$ cat src/hw/rtl/ble_adv_packet_encoder_top_macros.svh
// Assertion helpers shared by the RTL. All checks sample on clk and are
// quiet while arst_n is low.
`ifndef BLE_ADV_PACKET_ENCODER_TOP_MACROS_SVH
`define BLE_ADV_PACKET_ENCODER_TOP_MACROS_SVH

// Same-cycle implication
`define BLE_ASSERT_NOW(lbl, pre, post, msg) \
	lbl: assert property (@(posedge clk) disable iff (!arst_n) (pre) |-> (post)) \
		else $error(msg);

// Next-cycle implication
`define BLE_ASSERT_NEXT(lbl, pre, post, msg) \
	lbl: assert property (@(posedge clk) disable iff (!arst_n) (pre) |=> (post)) \
		else $error(msg);

`endif

$ cat src/hw/rtl/bleenc_pkg.sv
`default_nettype none

package bleenc_pkg;

	localparam int CFG_DATA_W  = 24;
	localparam int CFG_INDEX_W = 2;

	typedef logic [CFG_INDEX_W-1:0] cfg_index_t;
	typedef logic [CFG_DATA_W-1:0]  cfg_data_t;
	typedef logic [23:0]            crc_t;
	typedef logic [7:0]             byte_t;
	typedef logic [5:0]             chan_t;
	typedef logic [1:0]             tail_cnt_t;

	// Configuration register indexes
	localparam cfg_index_t CFG_CHANNEL  = 2'd0;
	localparam cfg_index_t CFG_CRC_SEED = 2'd1;

	localparam chan_t RESET_CHANNEL  = 6'd37;
	localparam crc_t  RESET_CRC_SEED = 24'h555555;

	localparam crc_t  CRC_POLY    = 24'h00065B;
	localparam byte_t WHITEN_TAPS = 8'h11;
	localparam byte_t WHITEN_OR   = 8'h02;

	// CRC tail countdown: bytes still to send
	localparam tail_cnt_t TAIL_IDLE = 2'd0;
	localparam tail_cnt_t TAIL_LAST = 2'd1;
	localparam tail_cnt_t TAIL_MID  = 2'd2;
	localparam tail_cnt_t TAIL_FULL = 2'd3;

	typedef struct packed {
		byte_t lfsr;
		byte_t data;
	} whiten_res_t;

	function automatic byte_t flip8(input byte_t v);
		byte_t r;
		for (int k = 0; k < 8; k++) begin
			r[7-k] = v[k];
		end
		return r;
	endfunction

	function automatic byte_t whiten_seed(input chan_t ch);
		return flip8({2'b00, ch}) | WHITEN_OR;
	endfunction

	// Eight CRC steps, data LSB first
	function automatic crc_t crc_feed8(input crc_t crc, input byte_t b);
		crc_t c;
		logic top;
		c = crc;
		for (int k = 0; k < 8; k++) begin
			top = c[23];
			c   = {c[22:0], 1'b0};
			if (top != b[k]) begin
				c = c ^ CRC_POLY;
			end
		end
		return c;
	endfunction

	// Eight LFSR steps, one per data bit starting at the LSB
	function automatic whiten_res_t whiten8(input byte_t lfsr, input byte_t b);
		whiten_res_t r;
		r.lfsr = lfsr;
		r.data = b;
		for (int k = 0; k < 8; k++) begin
			if (r.lfsr[7]) begin
				r.lfsr    = r.lfsr ^ WHITEN_TAPS;
				r.data[k] = ~r.data[k];
			end
			r.lfsr = {r.lfsr[6:0], 1'b0};
		end
		return r;
	endfunction

endpackage

`default_nettype wire

$ cat src/hw/rtl/ble_adv_packet_encoder_top.sv
// BLE advertising PDU encoder: takes one header or payload byte per beat,
// runs it through the CRC-24 register and the data-whitening LFSR, and gives
// one whitened, bit-reversed byte per beat. A byte marked last is followed by
// the three CRC bytes (crc_part high, packet_end on the third), after which
// both registers reload from the channel and CRC seed registers for the next
// packet. Throughput is one byte per clock while out_stall is low and no CRC
// tail is in progress; in_stall stays high while the CRC bytes go out through
// the output register. Config writes take effect at the next packet start.
// No clearing pass after reset.
`default_nettype none
`include "ble_adv_packet_encoder_top_macros.svh"

module ble_adv_packet_encoder_top (
	input  wire                     clk,
	input  wire                     arst_n,
	// configuration
	input  wire                     cfg_we,
	input  wire bleenc_pkg::cfg_index_t cfg_index,
	input  wire bleenc_pkg::cfg_data_t  cfg_data,
	// input beats
	input  wire                     in_valid,
	output logic                    in_stall,
	input  wire [7:0]               pdu_byte,
	input  wire                     pdu_last,
	// output beats
	output logic                    out_valid,
	input  wire                     out_stall,
	output logic [7:0]              coded_byte,
	output logic                    crc_part,
	output logic                    packet_end
);
	import bleenc_pkg::*;

	chan_t       chan_q;
	crc_t        seed_q;
	crc_t        crc_q;
	byte_t       wht_q;
	logic        start_q;
	tail_cnt_t   tail_q;
	logic        out_valid_q;
	byte_t       coded_q;
	logic        crc_part_q;
	logic        end_q;

	logic        out_load;
	logic        in_acc;
	logic        tail_step;
	crc_t        crc_base;
	byte_t       wht_base;
	crc_t        crc_next;
	whiten_res_t wr_dat;
	byte_t       tail_sel;
	whiten_res_t wr_tail;

	// Configuration registers
	always_ff @(posedge clk or negedge arst_n) begin
		if (!arst_n) begin
			chan_q <= RESET_CHANNEL;
			seed_q <= RESET_CRC_SEED;
		end else if (cfg_we) begin
			case (cfg_index)
				CFG_CHANNEL:  chan_q <= cfg_data[5:0];
				CFG_CRC_SEED: seed_q <= cfg_data[23:0];
				default:      ;
			endcase
		end
	end

	// Handshake
	assign out_load  = !out_valid_q || !out_stall;
	assign in_stall  = (tail_q != TAIL_IDLE) || !out_load;
	assign in_acc    = in_valid && !in_stall;
	assign tail_step = (tail_q != TAIL_IDLE) && out_load;

	// Data byte path: reload at packet start
	assign crc_base = start_q ? seed_q : crc_q;
	assign wht_base = start_q ? whiten_seed(chan_q) : wht_q;
	assign crc_next = crc_feed8(crc_base, pdu_byte);
	assign wr_dat   = whiten8(wht_base, pdu_byte);

	// CRC tail path, high byte first
	always_comb begin
		case (tail_q)
			TAIL_FULL: tail_sel = crc_q[23:16];
			TAIL_MID:  tail_sel = crc_q[15:8];
			default:   tail_sel = crc_q[7:0];
		endcase
	end
	assign wr_tail = whiten8(wht_q, flip8(tail_sel));

	// Running state
	always_ff @(posedge clk or negedge arst_n) begin
		if (!arst_n) begin
			start_q <= 1'b1;
			tail_q  <= TAIL_IDLE;
		end else if (in_acc) begin
			start_q <= pdu_last;
			tail_q  <= pdu_last ? TAIL_FULL : TAIL_IDLE;
		end else if (tail_step) begin
			tail_q  <= tail_q - TAIL_LAST;
		end
	end

	always_ff @(posedge clk) begin
		if (in_acc) begin
			crc_q <= crc_next;
			wht_q <= wr_dat.lfsr;
		end else if (tail_step) begin
			wht_q <= wr_tail.lfsr;
		end
	end

	// Output register
	always_ff @(posedge clk or negedge arst_n) begin
		if (!arst_n) begin
			out_valid_q <= 1'b0;
		end else if (out_load) begin
			out_valid_q <= in_acc || tail_step;
		end
	end

	always_ff @(posedge clk) begin
		if (in_acc) begin
			coded_q    <= flip8(wr_dat.data);
			crc_part_q <= 1'b0;
			end_q      <= 1'b0;
		end else if (tail_step) begin
			coded_q    <= flip8(wr_tail.data);
			crc_part_q <= 1'b1;
			end_q      <= (tail_q == TAIL_LAST);
		end
	end

	assign out_valid  = out_valid_q;
	assign coded_byte = coded_q;
	assign crc_part   = crc_part_q;
	assign packet_end = end_q;

	// Checks
	`BLE_ASSERT_NEXT(a_last_starts_tail, in_acc && pdu_last, tail_q == TAIL_FULL,
		"last byte did not start the CRC tail")
	`BLE_ASSERT_NOW(a_tail_holds_out, tail_q != TAIL_IDLE, out_valid_q,
		"output register empty during CRC tail")
	`BLE_ASSERT_NOW(a_end_is_crc, out_valid_q && end_q, crc_part_q,
		"packet end on a non-CRC byte")
	`BLE_ASSERT_NOW(a_end_rearms, out_valid_q && end_q, start_q && tail_q == TAIL_IDLE,
		"packet end shown without rearmed packet start")

endmodule

`default_nettype wire
$ cat config.mk
export PLATFORM = sky130hd
export DESIGN_NAME = ble_adv_packet_encoder_top
export DESIGN_NICKNAME = d
export VERILOG_FILES = /design/src/hw/rtl/bleenc_pkg.sv /design/src/hw/rtl/ble_adv_packet_encoder_top.sv
export VERILOG_INCLUDE_DIRS = /design/src /design/src/hw/rtl
export SDC_FILE = /design/constraint.sdc
export NUM_CORES = 1
export LEC_CHECK = 0
export BUFFER_PORTS_ARGS = -buffer_cell sky130_fd_sc_hd__buf_2
export CORE_MARGIN = 1.5
export CORE_UTILIZATION = 35
export CTS_CLUSTER_SIZE = 28
export DETAILED_ROUTE_END_ITERATION = 16
export HOLD_SLACK_MARGIN = 0.06
export PLACE_DENSITY = 0.64
export RECOVER_POWER = 100
export SYNTH_ARGS = -nofsm -noshare
export SYNTH_HDL_FRONTEND = slang
export SYNTH_SLANG_ARGS = --single-unit
$ cat constraint.sdc
create_clock -name clk -period 2.6 [get_ports clk]
set_input_delay 0.13 -clock clk [delete_from_list [all_inputs] [get_ports clk]]
set_output_delay 0.13 -clock clk [all_outputs]
set_load 0.02 [all_outputs]
==> flow_summary.json, run 1 <==
{
  "slew_violations": 35,
  "viasPerCell": 4.784,
  "critPathRequiredTime_ns": 2.68,
  "ios": 52,
  "grt_pass1_wl_mm": 14.19,
  "yosysSeqAreaShare_pct": 51.20,
  "overflow": 0,
  "setup-violations-final": 0,
  "cts_setup_buffers": 0,
  "clockRootBuffer": "clkbuf_16",
  "fin_nets": 419,
  "clockBufferDepth": 2,
  "hpwl_mm": 6.496,
  "cp_max_fo": 14,
  "outcome": "finished with violations",
  "synthDistinctLibCells": 32,
  "grt_max_degree": 35,
  "fin_crit_sh_pct": 95.35,
  "post-place-ws_ns": 0.1416,
  "first_pass_iters": 4,
  "core-area_um2": 11370,
  "yosys_warnings": 0,
  "relSlewSlack_pct": -26.14,
  "die-height_um": 110.8,
  "place_inst": 480,
  "ctsResizeCount": 0,
  "cp-start-kind": "register",
  "numCtsBuffers": 9,
  "cap_viol_max_count": 1,
  "finalHoldViolCount": 0,
  "worstMarginPinSlew_ns": 1.892,
  "syn_nets": 331,
  "core.rowCount": 39,
  "setup_tns_ns": 0,
  "avgRoutedWirePerCell_um": 17.07,
  "rsz0062_at_grt": "false",
  "cts_tree": "built",
  "antenna_found_initial": 0,
  "synth.avg_cell_area_um2": 14.17,
  "diodes": 0,
  "final_layout_size_suffix_gt1_share_pct": 31.32,
  "critPathKind": "reg -> reg",
  "hold_path.class": "in -> reg",
  "postRouteAntennaNets": 0,
  "layout_common_cells": "xnor2_1, edfxtp_1, mux2_2",
  "cts_max_level": 3,
  "die_area_um2": 12270,
  "vias": 2502,
  "violations": "max-capacitance violations, max-slew violations",
  "start_util_pct": 35.77,
  "clock_sinks": 75,
  "power.leakage_uw": 0.001982,
  "place.gp.congestion": 0.8918,
  "worstPathArrival_ns": 2.56,
  "skew_ns": 0.01035,
  "area_growth_pct": 23.23,
  "max_freq_ghz": 0.4034,
  "max-vdd-ir-drop_uv": 570.4,
  "clk_pin_slew_worst_paths_ns": 0.06,
  "syn_inst": 287,
  "wirelength_mm": 8.926,
  "power_density_nw_per_um2": 1341,
  "utilization_pct": 44.07,
  "synth_area_um2": 4066,
  "portBuffers": 51,
  "post-route-drc-count": 0,
  "endpoint_kind": "register",
  "hold_ws_ns": 0.1277,
  "drt-initial-drc-count": 57,
  "die_w_um": 110.8,
  "final_cells": 523,
  "first_global_vias": 2603,
  "finalWorstSetupSlack_ns": 0.1210,
  "ys_seq_elements": 75,
  "clkLatencyLatePin_ns": 0.34,
  "grtUsageTotal_pct": 15.45,
  "period_minus_slack_ns": 2.479
}
-- cells in the mapped netlist, drive strengths merged --
cell type / number / area share [%]
a21oi: 18 / 2.2
edfxtp: 39 / 29
ha: 4 / 1.2
mux2i: 29 / 7.4
and2: 1 / 0.15
inv: 3 / 0.28
o22ai: 1 / 0.15
xor2: 19 / 4.8
nor3b: 1 / 0.18
dfstp: 16 / 10
nand3b: 1 / 0.18
nand3: 2 / 0.25
dfxtp: 2 / 0.98
mux2: 38 / 11
a22o: 8 / 1.7
o21ai: 6 / 0.74
xnor3: 8 / 4.4
buf: 5 / 0.74
xnor2: 43 / 11
or2: 2 / 0.31
dfrtp: 18 / 11
clkbuf: 6 / 0.55
nand2: 10 / 0.92
nor2: 7 / 0.65
-- repair_timing --
action	CTS	global route
setup endpoints to repair	0	0
hold buffers	27	0
hold endpoints to repair	49	0
-- worst max-delay path: stages, from the launching register on --
cell and delay (ns):
dfstp_2 0.77, mux2i_1 0.17, xnor2_1 0.51, xor2_2 0.32
xnor3_1 0.46
-- cell families after synthesis --
family,synth area share [%]
AO/OA/AOI/OAI,4.831
AND/OR/NAND/NOR,2.647
buffers and inverters,1.569
flip-flops,51.20
adder cells (fa/ha/maj),1.231
XOR/XNOR,20.55
multiplexers,17.97
-- stage by stage --
stage               total power [uW]  instance area [um2]
finish                          6718                 5011
global route                    7131                 5011
CTS                             6881                 5092
detailed placement              5588                 4523
global placement                5526                 4523
floorplan                       4790                 4066
-- where the power goes --
part           switching (uW)  internal, uW  total (uW)
logic                    1650          1620        3270
clock network             486           730        1220
registers                 274          1950        2230
-- final timing paths --
| path | start | end | slack [ns] | cells past startpoint |
|---|---|---|---|---|
| max | start_q | crc_q[6] | 0.12 | 4 |
| min | out_stall | tail_q[1] | 0.13 | 4 |
| max reg2reg | start_q | crc_q[6] | 0.12 | 4 |
| min reg2reg | crc_part | crc_part | 0.49 | 2 |
| max in group asynchronous | arst_n | out_valid | 0.65 | 2 |
| min in group asynchronous | arst_n | seed_q[9] | 0.85 | 2 |
-- layer usage --
layer	wire length, um	track usage [%]	up-vias	part of all wire (%)
li1	-	-	1196	-
met1	3879	18.85	1241	43
met2	4550	26.01	51	51
met3	300	3.827	14	3.4
met4	195	6.667	0	2.2
met5	0	0	-	0
-- state kept, by name, summed over array words and instances, names as in the netlist --
register and count:
seed_q 24, crc_part 1, start_q 1, tail_q 2, coded_byte 8, packet_end 1
crc_q 24, wht_q 7, chan_q 6, out_valid 1
-- final cells by class --
cell class,instances,area (um2)
clock buffers,11,264.0
clock inverters,5,35.03
fillers,1061,6359
inverters,3,11.26
multi-input cells,198,1879
flip-flops and latches,75,2082
well taps,143,178.9
repair buffers,88,560.5
No activity file was read; power rests on OpenSTA's default activity.
==> inputs of run 2 (changes only) <==
Settings changed: BUFFER_PORTS_ARGS -buffer_cell sky130_fd_sc_hd__buf_2 to -buffer_cell sky130_fd_sc_hd__clkbuf_2.
==> run 2 against run 1 <==
Compared with the run above:
- the run still ends with max-capacitance violations, max-slew violations left
- sequential power barely moved
- global-route usage down 0.30 points
- clock power is 8% higher
- power grew 1.7%
- worst hold slack worse by 0.054 ns
- worst setup slack better by 0.032 ns
- die area unchanged
- sequential share of layout area is 0.26 points lower
- clock skew down 0.0051 ns
- final cell count shrank 0.19%
- final area is 0.62% higher
- non-clock buffer count down 1
- critical path type unchanged
==> flow_summary.json, run 2 (synthesis gave the netlist of run 1 again) <==
{
  "layout_commonest_cell": "edfxtp_1",
  "skew_ns": 0.005301,
  "clkPwrFrac_pct": 19.3,
  "clkLatencyLatePin_ns": 0.33,
  "violations": "max-capacitance violations, max-slew violations",
  "path_delay_family": "flip-flops",
  "die_area_um2": 12270,
  "setup_tns_ns": 0,
  "grt_pass1_wl_mm": 14.21,
  "setup-violations-final": 0,
  "fin_nets": 418,
  "p_sw_uw": 2386,
  "final_layout_size_suffix_gt1_share_pct": 31.66,
  "portBuffers": 51,
  "swShare_pct": 34.92,
  "hpwl_mm": 6.489,
  "vias": 2514,
  "first_global_vias": 2682,
  "finalHoldViolCount": 0,
  "power_uw": 6833,
  "seq_power_share_pct": 32.5,
  "cp_slowest_stage_delay_ns": 0.75,
  "clockRootBuffer": "clkbuf_16",
  "cell_internal_pwr_uw": 4447,
  "slew_violations": 35,
  "final_cells": 522,
  "overflow": 0,
  "place_inst": 480,
  "fin_crit_sh_pct": 94.13,
  "drt-initial-drc-count": 92,
  "start_util_pct": 35.77,
  "die-height_um": 110.8,
  "endpoint_kind": "register",
  "max-vdd-ir-drop_uv": 545.2,
  "rsz0062_at_grt": "false",
  "ios": 52,
  "cp_max_fo": 22,
  "clock_sinks": 75,
  "critPathRequiredTime_ns": 2.68,
  "avgRoutedWirePerCell_um": 16.73,
  "outcome": "finished with violations",
  "clk_pin_slew_worst_paths_ns": 0.06,
  "cp-start-kind": "register",
  "diodes": 0,
  "power_frac_comb_pct": 48.2,
  "power.leakage_uw": 0.002010,
  "postRouteAntennaNets": 0,
  "numCtsBuffers": 9,
  "worstMarginPinSlew_ns": 1.864,
  "crit_buf_inv": 1,
  "grtUsageTotal_pct": 15.15,
  "path_cells": "buf_4 -> mux2i_4 -> xnor3_1 -> mux2_2",
  "utilization_pct": 44.35,
  "hold_path.class": "in -> reg",
  "crit_slowest_cell": "dfstp_2",
  "core-area_um2": 11370,
  "first_pass_iters": 5,
  "layout_common_cells": "edfxtp_1, mux2_2, xnor2_1",
  "hold_ws_ns": 0.07319,
  "area_growth_pct": 24.00,
  "core.rowCount": 39,
  "cts_tree": "built",
  "period_minus_slack_ns": 2.447,
  "wirelength_mm": 8.734,
  "power_density_nw_per_um2": 1355,
  "antenna_found_initial": 0,
  "viasPerCell": 4.816,
  "worstPathArrival_ns": 2.52,
  "relSlewSlack_pct": -24.24,
  "critPathKind": "reg -> reg",
  "post-route-drc-count": 0,
  "place.gp.congestion": 0.8904,
  "max_freq_ghz": 0.4086,
  "grt_max_degree": 35,
  "clockBufferDepth": 2,
  "die_w_um": 110.8,
  "cts_max_level": 3,
  "cap_viol_max_count": 1
}
-- run 2: cell types whose count changed in the layout (fill, tap and decap cells not counted), sizes merged --
| cell | delta |
|---|---|
| clkinvlp | -1 |
| bufinv | +2 |
| clkbuf | +34 |
| dlygate4sd3 | -1 |
| buf | -35 |
-- run 2: area by class of cell --
class                           count  area, um2
Tap cell                          143      178.9
Sequential cell                    75       2082
Timing Repair Buffer               87      554.3
Clock buffer                       10      239.0
Multi-Input combinational cell    198       1898
Inverter                            3      11.26
Fill cell                        1070       6327
Clock inverter                      6      78.83
-- run 2: worst reg2reg max path: stages (launching register included) --
cell,delay (ns)
dfstp_2,0.75
buf_4,0.42
mux2i_4,0.40
xnor3_1,0.35
mux2_2,0.27
-- run 2: worst paths after layout --
check | start | to | slack [ns] | depth (start not counted)
worst max register to register | start_q | coded_byte[0] | 0.15 | 4
max in group asynchronous | arst_n | tail_q[0] | 0.67 | 2
worst min-delay path | cfg_data[2] | seed_q[2] | 0.07 | 2
worst max-delay path | start_q | coded_byte[0] | 0.15 | 4
min in group asynchronous | arst_n | seed_q[7] | 0.86 | 2
worst min register to register | crc_part | crc_part | 0.47 | 2
-- run 2: routing by layer --
layer / global-route usage [%] / vias up / share of wire, %
li1: - / 1194 / -
met1: 18.84 / 1254 / 44
met2: 25.64 / 50 / 51
met3: 3.718 / 16 / 3.6
met4: 5.470 / 0 / 1.8
met5: 0 / - / 0
-- run 2: repair_timing --
item	4_1_cts	5_1_grt
setup buffers	0	0
hold buffers	25	1
resized for setup	0	0
hold endpoints to repair	45	1
-- run 2: power by group through the flow --
stage / registers [uW] / clock network (uW) / logic, uW
2_1_floorplan: 2230 / 0 / 2560
3_3_place_gp: 2240 / 0 / 3290
3_5_place_dp: 2250 / 0 / 3320
4_1_cts: 2230 / 1350 / 3380
5_1_grt: 2280 / 1390 / 3580
6_report: 2220 / 1320 / 3290
-- run 2: per-stage QoR --
step,instance area (um2),setup slack (ns)
global route,5042,0.06130
detailed placement,4523,0.1708
floorplan,4066,0.2047
global placement,4523,0.2162
CTS,5091,0.1494
finish,5042,0.1527
